[config.mk]
export PLATFORM = sky130hd
export DESIGN_NAME = cmap_ctrl
export DESIGN_NICKNAME = d
export VERILOG_FILES = /design/src/design/chained_hash_map_assert.svh /design/src/design/cmap_pkg.sv /design/src/design/cmap_ctrl.sv
export SDC_FILE = /design/constraint.sdc
export NUM_CORES = 1
export LEC_CHECK = 0
export BUFFER_PORTS_ARGS = -buffer_cell sky130_fd_sc_hd__buf_2
export CAP_MARGIN = 20
export CELL_PAD_IN_SITES_DETAIL_PLACEMENT = 1
export CELL_PAD_IN_SITES_GLOBAL_PLACEMENT = 1
export CORE_AREA = 2 2 52 54
export CTS_CLUSTER_SIZE = 12
export DETAILED_ROUTE_END_ITERATION = 8
export DIE_AREA = 0 0 54 56
export PLACE_DENSITY = 0.87
export SYNTH_ARGS = -nofsm -noshare
export SYNTH_HDL_FRONTEND = slang
export SYNTH_SLANG_ARGS = --single-unit
[constraint.sdc]
create_clock -name clk -period 1.9 [get_ports clk]
set_clock_uncertainty 0.1 [all_clocks]
set_input_delay 0.38 -clock clk [delete_from_list [all_inputs] [get_ports clk]]
set_output_delay 0.38 -clock clk [all_outputs]
set_load 0.05 [all_outputs]
[src/design/chained_hash_map_assert.svh]
// Assertion macros for the hash map RTL.
`ifndef CHAINED_HASH_MAP_ASSERT_SVH
`define CHAINED_HASH_MAP_ASSERT_SVH

// Same-cycle implication, sampled on clk, off during reset.
`define CHM_ASSERT_IMPL(lbl, ante, cons, msg) \
	lbl: assert property (@(posedge clk) disable iff (!arst_n) (ante) |-> (cons)) \
		else $error(msg);

// Next-cycle implication, sampled on clk, off during reset.
`define CHM_ASSERT_NEXT(lbl, ante, cons, msg) \
	lbl: assert property (@(posedge clk) disable iff (!arst_n) (ante) |=> (cons)) \
		else $error(msg);

`endif

[src/design/cmap_pkg.sv]
// Shared constants, codes and control structs of the hash map.
`timescale 1ns / 1ps
package cmap_pkg;
	localparam int NUM_BUCKETS_DEF  = 255;
	localparam int POOL_ENTRIES_DEF = 256;
	localparam int KEY_BITS_DEF     = 32;
	localparam int VALUE_BITS_DEF   = 32;

	localparam logic [1:0] CMD_INSERT = 2'd0;
	localparam logic [1:0] CMD_DELETE = 2'd1;
	localparam logic [1:0] CMD_LOOKUP = 2'd2;
	localparam logic [1:0] CMD_NOP    = 2'd3;

	localparam logic [1:0] ST_OK      = 2'd0;
	localparam logic [1:0] ST_MISSING = 2'd1;
	localparam logic [1:0] ST_BADKEY  = 2'd2;
	localparam logic [1:0] ST_FULL    = 2'd3;

	typedef struct packed {
		logic       load;      // capture input item
		logic       clr_wr;    // clear one bucket head
		logic       mod_step;  // one byte of key mod buckets
		logic       head_rd;   // read bucket head
		logic       head_cap;  // start walk at head
		logic       free_rd;   // read link of free list head
		logic       ins_free;  // insert into recycled slot
		logic       ins_new;   // insert into never-used slot
		logic       node_rd;   // read entry at cur
		logic       advance;   // step to next link
		logic       unlink;    // bypass matched entry
		logic       rel_slot;  // push matched entry on free list
		logic       res_load;  // load output register
		logic [1:0] res_status;
		logic       res_found;
	} cmap_cmd_t;

	typedef struct packed {
		logic       clr_last;
		logic       mod_last;
		logic [1:0] cmd;
		logic       key_zero;
		logic       free_nil;
		logic       nu_full;
		logic       cur_nil;
		logic       steps_max;
		logic       key_match;
		logic       out_free;
	} cmap_sts_t;
endpackage

[src/design/cmap_ctrl.sv]
// Sequencer of the hash map: clear pass, hashing, insert and chain walk.
`timescale 1ns / 1ps
module cmap_ctrl import cmap_pkg::*; (
	input  logic       clk,
	input  logic       arst_n,
	input  logic       in_valid,
	output logic       in_stall,
	input  cmap_sts_t  sts,
	output cmap_cmd_t  cmd
);
	localparam logic [3:0] S_CLEAR  = 4'd0;
	localparam logic [3:0] S_IDLE   = 4'd1;
	localparam logic [3:0] S_CHK    = 4'd2;
	localparam logic [3:0] S_MOD    = 4'd3;
	localparam logic [3:0] S_HEAD   = 4'd4;
	localparam logic [3:0] S_HEADW  = 4'd5;
	localparam logic [3:0] S_INS    = 4'd6;
	localparam logic [3:0] S_WALK   = 4'd7;
	localparam logic [3:0] S_CMP    = 4'd8;
	localparam logic [3:0] S_UNLINK = 4'd9;
	localparam logic [3:0] S_REL    = 4'd10;
	localparam logic [3:0] S_RES    = 4'd11;

	logic [3:0] state_q, state_d;
	logic [1:0] res_st_q, res_st_d;
	logic       found_q, found_d;
	logic       use_free_q, use_free_d;

	assign in_stall = (state_q != S_IDLE);

	always_comb begin
		cmd        = '0;
		state_d    = state_q;
		res_st_d   = res_st_q;
		found_d    = found_q;
		use_free_d = use_free_q;
		case (state_q)
			S_CLEAR: begin
				cmd.clr_wr = 1'b1;
				if (sts.clr_last) begin
					state_d = S_IDLE;
				end
			end
			S_IDLE: begin
				if (in_valid) begin
					cmd.load = 1'b1;
					state_d  = S_CHK;
				end
			end
			S_CHK: begin
				found_d = 1'b0;
				if (sts.cmd == CMD_NOP) begin
					res_st_d = ST_OK;
					state_d  = S_RES;
				end else if (sts.key_zero) begin
					res_st_d = ST_BADKEY;
					state_d  = S_RES;
				end else begin
					state_d = S_MOD;
				end
			end
			S_MOD: begin
				cmd.mod_step = 1'b1;
				if (sts.mod_last) begin
					state_d = S_HEAD;
				end
			end
			S_HEAD: begin
				cmd.head_rd = 1'b1;
				state_d     = S_HEADW;
			end
			S_HEADW: begin
				cmd.head_cap = 1'b1;
				if (sts.cmd == CMD_INSERT) begin
					if (!sts.free_nil) begin
						cmd.free_rd = 1'b1;
						use_free_d  = 1'b1;
						state_d     = S_INS;
					end else if (!sts.nu_full) begin
						use_free_d = 1'b0;
						state_d    = S_INS;
					end else begin
						res_st_d = ST_FULL;
						state_d  = S_RES;
					end
				end else begin
					state_d = S_WALK;
				end
			end
			S_INS: begin
				cmd.ins_free = use_free_q;
				cmd.ins_new  = !use_free_q;
				res_st_d     = ST_OK;
				state_d      = S_RES;
			end
			S_WALK: begin
				if (sts.cur_nil || sts.steps_max) begin
					res_st_d = ST_MISSING;
					state_d  = S_RES;
				end else begin
					cmd.node_rd = 1'b1;
					state_d     = S_CMP;
				end
			end
			S_CMP: begin
				if (sts.key_match) begin
					if (sts.cmd == CMD_LOOKUP) begin
						found_d  = 1'b1;
						res_st_d = ST_OK;
						state_d  = S_RES;
					end else begin
						state_d = S_UNLINK;
					end
				end else begin
					cmd.advance = 1'b1;
					state_d     = S_WALK;
				end
			end
			S_UNLINK: begin
				cmd.unlink = 1'b1;
				state_d    = S_REL;
			end
			S_REL: begin
				cmd.rel_slot = 1'b1;
				res_st_d     = ST_OK;
				state_d      = S_RES;
			end
			S_RES: begin
				if (sts.out_free) begin
					cmd.res_load   = 1'b1;
					cmd.res_status = res_st_q;
					cmd.res_found  = found_q;
					state_d        = S_IDLE;
				end
			end
			default: begin
				state_d = S_IDLE;
			end
		endcase
	end

	always_ff @(posedge clk or negedge arst_n) begin
		if (!arst_n) begin
			state_q    <= S_CLEAR;
			res_st_q   <= ST_OK;
			found_q    <= 1'b0;
			use_free_q <= 1'b0;
		end else begin
			state_q    <= state_d;
			res_st_q   <= res_st_d;
			found_q    <= found_d;
			use_free_q <= use_free_d;
		end
	end
endmodule

==> flow_metrics.tcl, run 1 <==
set metrics [dict create \
    run_status "finished with violations" \
    violations "setup timing" \
    post-route-period-util_pct 104 \
    ys_seq_elements 8 \
    rsz0062_at_grt "yes" \
    antenna_cells 0 \
    tritoncts "built" \
    drt_iter0_drc 15 \
    syn-num-nets 112 \
    nNetsFinal 161 \
    setup_viol 6 \
    initial_utilization_pct 32.6 \
    synth_edf_count 0 \
    ys_seq_area_share_pct 25.3 \
    antenna_left 0 \
    multi_input_area_sq_um 646 \
    synth_cell_types 42 \
    r2r_end "res_st_q[1]$_DFFE_PN0P_" \
    grt_pass1_vias 1044 \
    hold_start "sts[5]" \
    drive_gt1_share_pct 60.0 \
    seq_area_sq_um 205 \
    drt-wirelength-per-cell_um 19.9 \
    path_class "flip-flop to primary output" \
    cts_buffer_depth 2 \
    endpoint "cmd[6]" \
    clkSlewWorstSetupHoldPaths_ps 60 \
    ys_warn_count 0 \
    dp_hpwl_um 2240 \
    die_x_um 54 \
    holdCritPathClass "input pin to flip-flop" \
    critical_path.endpoint_type "primary output" \
    grt_start_max_net_pins 11 \
    total_power_mw 1.99 \
    core_sq_mm 0.00243 \
    ir_drop_uv 957 \
    max-cap-violations 0 \
    routed_wl_um 3490 \
    setup_ws_ps -76.0 \
    crit_start "state_q[2]$_DFFE_PN0P_" \
    max_slew_margin_pct 73.9 \
    die_h_um 56 \
    r2r_slack_ps 160 \
    grt_overflow_total 0 \
    track_usage_pct 24.1 \
    cts_root_buffer "clkbuf_4" \
    cp.arrival_ps 1500 \
    drv_slew 0 \
    pre_cts_slack_ps 69.9 \
    avgSynthCellArea_sq_um 8.08 \
    gp_congestion 0.886 \
    powerDensity_mw_per_mm2 1480 \
    numCtsBuffers 3 \
    cp_max_fo 7 \
    layout_commonest_cell "buf_4" \
    synth_area_sq_um 792 \
    r2r_start "state_q[3]$_DFFE_PN0P_" \
    period_minus_slack_ps 1980 \
    die_area_sq_mm 0.00302 \
    fmax_ghz 0.506 \
    antenna_found_initial 0 \
    synth_ff_type "dfrtp_1" \
    nFillCells 303 \
    ioPinCount 31 \
    rows 18 \
    cts_max_level 1 \
    tightest_slew_ps 390 \
    io_buffers 30 \
    drcViolationCount 0 \
    hold_viol 0 \
    final_cell_mix "buf_4 (21), buf_2 (15), buf_6 (14)" \
    cellLeakagePower_nw 0.586 \
    dr.pass1.iters 4 \
    vias 988 \
    insertion_delay_ps 270 \
    r2r_cells 5 \
    area_delta_synth_final_pct 70.3 \
    synth-async-reset-ratio_pct 100 \
    grt_pass1_wl_um 5130 \
    worstPathRequired_ps 1420 \
    viasPerCell 5.65 \
    startpoint_type "flip-flop" \
    synthCells 98 \
    cts_sinks 8 \
]
==> how the worst min path moves through the flow <==
stage                     depth (start not counted)  slack (ps)                endpoint
after detailed placement                          1         140  state_q[1]$_DFFE_PN0P_
after global placement                            1         140  state_q[1]$_DFFE_PN0P_
after global routing                              2         260  use_free_q$_DFFE_PN0P_
final                                             2         240  use_free_q$_DFFE_PN0P_
after floorplan                                   0         -20     found_q$_DFFE_PN0P_
after CTS                                         2         260  use_free_q$_DFFE_PN0P_
==> synth_stat cells (2+ instances only) <==
cell       instances  area (sq um)
dfrtp_1            8           200
nor4b_1            2          17.5
inv_1              5          18.8
nor2_1             5          18.8
nand3b_1           2          15.0
o21ai_1            5          25.0
buf_6              3          33.8
a2bb2oi_1          2          17.5
nor4_1             3          18.8
o21ai_0            3          15.0
and2_1             3          18.8
buf_2              5          25.0
o31ai_1            3          22.5
nand2b_1           2          12.5
nand2_1            7          26.3
and3_1             3          18.8
nand3_1            4          20.0
nor3_1             4          20.0
a21oi_1            6          30.0
==> sequential cells by signal, summed over array words and instances (netlist names) <==
signal / count
found_q: 1
state_q: 4
use_free_q: 1
res_st_q: 2
==> worst max-delay path, cell delays in order (launching register included) <==
cell,delay (ps)
dfrtp_2,460
or3b_4,420
nor3_4,160
buf_6,180
==> layer usage <==
layer | global-route usage (%) | part of all wire [%]
met5 | 0 | 0
met1 | 26.1 | 38
met4 | 16.4 | 2.3
met2 | 39.5 | 56
met3 | 5.65 | 3.8
==> cell families (layout without fill, tap and decap cells) <==
family                 Yosys count  in the layout  share of synthesized area, %
buffers and inverters           14             61                          10.3
AO/OA/AOI/OAI                   31             31                          28.8
flip-flops                       8              8                          25.3
multiplexers                     2              2                          3.16
AND/OR/NAND/NOR                 43             43                          32.5
==> timing repair <==
item / CTS / global route
resized for setup: 28 / 27
endpoints found under the hold margin: 8 / 0
setup buffers: 5 / 3
setup endpoints to repair: 17 / 17
pin swaps: 1 / 2
hold buffers: 1 / 0
==> through the flow <==
stage / area, sq um / TNS (ps) / hold slack [ps] / utilization, % / std cells
floorplan: 867 / -676 / -15.6 / - / 98
finish: 1350 / -182 / 244 / 55.5 / 175
CTS: 1230 / -48.1 / 257 / 50.7 / 172
detailed placement: 1080 / 0 / 145 / 44.3 / 163
global placement: 1080 / 0 / 139 / 44.3 / 163
global route: 1350 / -517 / 256 / 55.5 / 175
==> cell type report <==
type	instances	area share [%]
Multi-Input combinational cell	76	47.9
Timing Repair Buffer	52	30.8
Clock buffer	3	1.67
Inverter	6	1.67
Tap cell	30	2.78
Sequential cell	8	15.2
==> power breakdown <==
part	internal (mW)	switching [mW]	total, mW
Combinational	0.664	0.846	1.51
Clock	0.0730	0.0686	0.142
Sequential	0.241	0.0985	0.339
(Power assumes the default switching activity.)
==> inputs of run 2 (changes only) <==
--- a/config.mk
+++ b/config.mk
@@ -7,13 +7,14 @@
 export LEC_CHECK = 0
 export BUFFER_PORTS_ARGS = -buffer_cell sky130_fd_sc_hd__buf_2
 export CAP_MARGIN = 20
-export CELL_PAD_IN_SITES_DETAIL_PLACEMENT = 1
-export CELL_PAD_IN_SITES_GLOBAL_PLACEMENT = 1
-export CORE_AREA = 2 2 52 54
+export CELL_PAD_IN_SITES_DETAIL_PLACEMENT = 0
+export CELL_PAD_IN_SITES_GLOBAL_PLACEMENT = 2
+export CORE_AREA = 2 2 59 61
 export CTS_CLUSTER_SIZE = 12
 export DETAILED_ROUTE_END_ITERATION = 8
-export DIE_AREA = 0 0 54 56
+export DIE_AREA = 0 0 61 63
 export PLACE_DENSITY = 0.87
 export SYNTH_ARGS = -nofsm -noshare
 export SYNTH_HDL_FRONTEND = slang
 export SYNTH_SLANG_ARGS = --single-unit
+export TNS_END_PERCENT = 50
==> flow_metrics.tcl, run 2 (same netlist as run 1, synthesis figures left out) <==
set metrics [dict create \
    run_status "finished with violations" \
    violations "setup timing" \
    io_buffers 30 \
    dr.pass1.iters 4 \
    holdCritPathClass "input pin to flip-flop" \
    cts_sinks 8 \
    path_class "flip-flop to primary output" \
    final_cell_mix "buf_4 (27), buf_2 (15), buf_6 (13)" \
    track_usage_pct 16.1 \
    cts_root_buffer "clkbuf_4" \
    antenna_left 0 \
    powerDensity_mw_per_mm2 1360 \
    grt_overflow_total 0 \
    setup_viol 2 \
    antenna_cells 0 \
    grt_pass1_wl_um 4590 \
    combinationalPowerShare_pct 75.4 \
    p_sw_share_pct 48.8 \
    critical_path.endpoint_type "primary output" \
    pwr-share-clk_pct 7.1 \
    grt_pass1_vias 981 \
    cp_max_fo 8 \
    numCtsBuffers 3 \
    rsz0062_at_grt "yes" \
    worstPathRequired_ps 1420 \
    fmax_ghz 0.519 \
    cp.arrival_ps 1450 \
    internal_power_mw 0.974 \
    cts_buffer_depth 2 \
    cellLeakagePower_nw 0.605 \
    die_area_sq_mm 0.00384 \
    viasPerCell 4.95 \
    grt_start_max_net_pins 10 \
    ioPinCount 31 \
    r2r_cells 7 \
    fin_util_pct 43.4 \
    tritoncts "built" \
    placed_cell_area_sq_mm 0.00112 \
    design_area_sq_mm 0.00140 \
    drt_iter0_drc 30 \
    vias 981 \
    cts_max_level 1 \
    nFillCells 320 \
    initial_utilization_pct 24.5 \
    max_slew_margin_pct 78.0 \
    pwr-share-seq_pct 17.5 \
    startpoint_type "flip-flop" \
    ir_drop_uv 635 \
    p_sw_mw 0.930 \
    hold_depth 3 \
    clkSlewWorstSetupHoldPaths_ps 50 \
    insertion_delay_ps 260 \
    routed_wl_um 2700 \
    hold_viol 0 \
    antenna_found_initial 0 \
    setup_ws_ps -25.8 \
    top_register "state_q" \
    gp_congestion 0.865 \
    drv_slew 0 \
    nNetsFinal 168 \
    drt-wirelength-per-cell_um 13.6 \
    area_delta_synth_final_pct 76.9 \
    reg.largest.list "state_q x4, res_st_q x2" \
    dp_hpwl_um 2010 \
    core_sq_mm 0.00323 \
    largest_reg_flops 4 \
    drcViolationCount 0 \
    post-route-period-util_pct 101 \
    tightest_slew_ps 329 \
    max-cap-violations 0 \
    die_x_um 61 \
    rows 21 \
    die_h_um 63 \
    period_minus_slack_ps 1930 \
    drive_gt1_share_pct 59.9 \
    layout_commonest_cell "buf_4" \
]
## run 2: area by class of cell
type / instances / area, sq um / share of cell area [%]
multi-input cells: 76 / 637 / 45.4
repair buffers: 59 / 457 / 32.6
flip-flops and latches: 8 / 205 / 14.6
well taps: 46 / 57.6 / 4.11
clock buffers: 3 / 22.5 / 1.61
inverters: 6 / 22.5 / 1.61
## run 2: metrics by stage
stage	total power, mW	setup WS [ps]	std cells	hold WS [ps]	setup TNS [ps]
after floorplan	1.17	-244	98	-15.6	-816
final	1.90	-25.8	198	239	-43.2
after detailed placement	1.46	87.1	183	145	0
after global placement	1.46	78.4	183	139	0
after CTS	1.83	-29.3	195	237	-29.3
after global routing	2.04	-78.0	198	244	-465
## run 2: worst paths after layout
path                                               from                       to  slack [ps]
worst max-delay path             state_q[2]$_DFFE_PN0P_                   cmd[6]         -30
worst min-delay path                            sts[10]   state_q[0]$_DFFE_PN0P_         240
worst max register to register   state_q[3]$_DFFE_PN0P_  res_st_q[1]$_DFFE_PN0P_         130
worst min register to register  res_st_q[1]$_DFFE_PN0P_  res_st_q[1]$_DFFE_PN0P_         410
max in group asynchronous                        arst_n   state_q[2]$_DFFE_PN0P_        1110
min in group asynchronous                        arst_n      found_q$_DFFE_PN0P_         390
## run 2: metal layers
metal / part of all wire [%] / vias up / global-route usage [%] / wire length, um
li1: - / 478 / - / -
met1: 42 / 465 / 21.0 / 1130
met2: 50 / 33 / 24.2 / 1340
met3: 6.3 / 5 / 4.35 / 171
met4: 1.9 / 0 / 7.34 / 50
met5: 0 / - / 0 / 0
## run 2: critical path, stage by stage, from the launching register on
cell and delay [ps]:
dfrtp_2 470, or3b_4 410, nor3_4 130, buf_6 180
## run 2: power by group through the flow
stage	registers (mW)	logic (mW)	clock network [mW]
floorplan	0.270	0.899	0
global placement	0.314	1.14	0
detailed placement	0.321	1.14	0
CTS	0.322	1.36	0.144
global route	0.339	1.54	0.160
finish	0.333	1.44	0.136
## run 2: what timing repair did
| item | 4_1_cts | 5_1_grt |
|---|---|---|
| setup buffers | 8 | 3 |
| cloned | 0 | 0 |
| hold endpoints to repair | 8 | 0 |
| hold buffers | 1 | 0 |
| endpoints found under the setup margin | 17 | 17 |
| pin swaps | 4 | 3 |
| resized for setup | 34 | 12 |
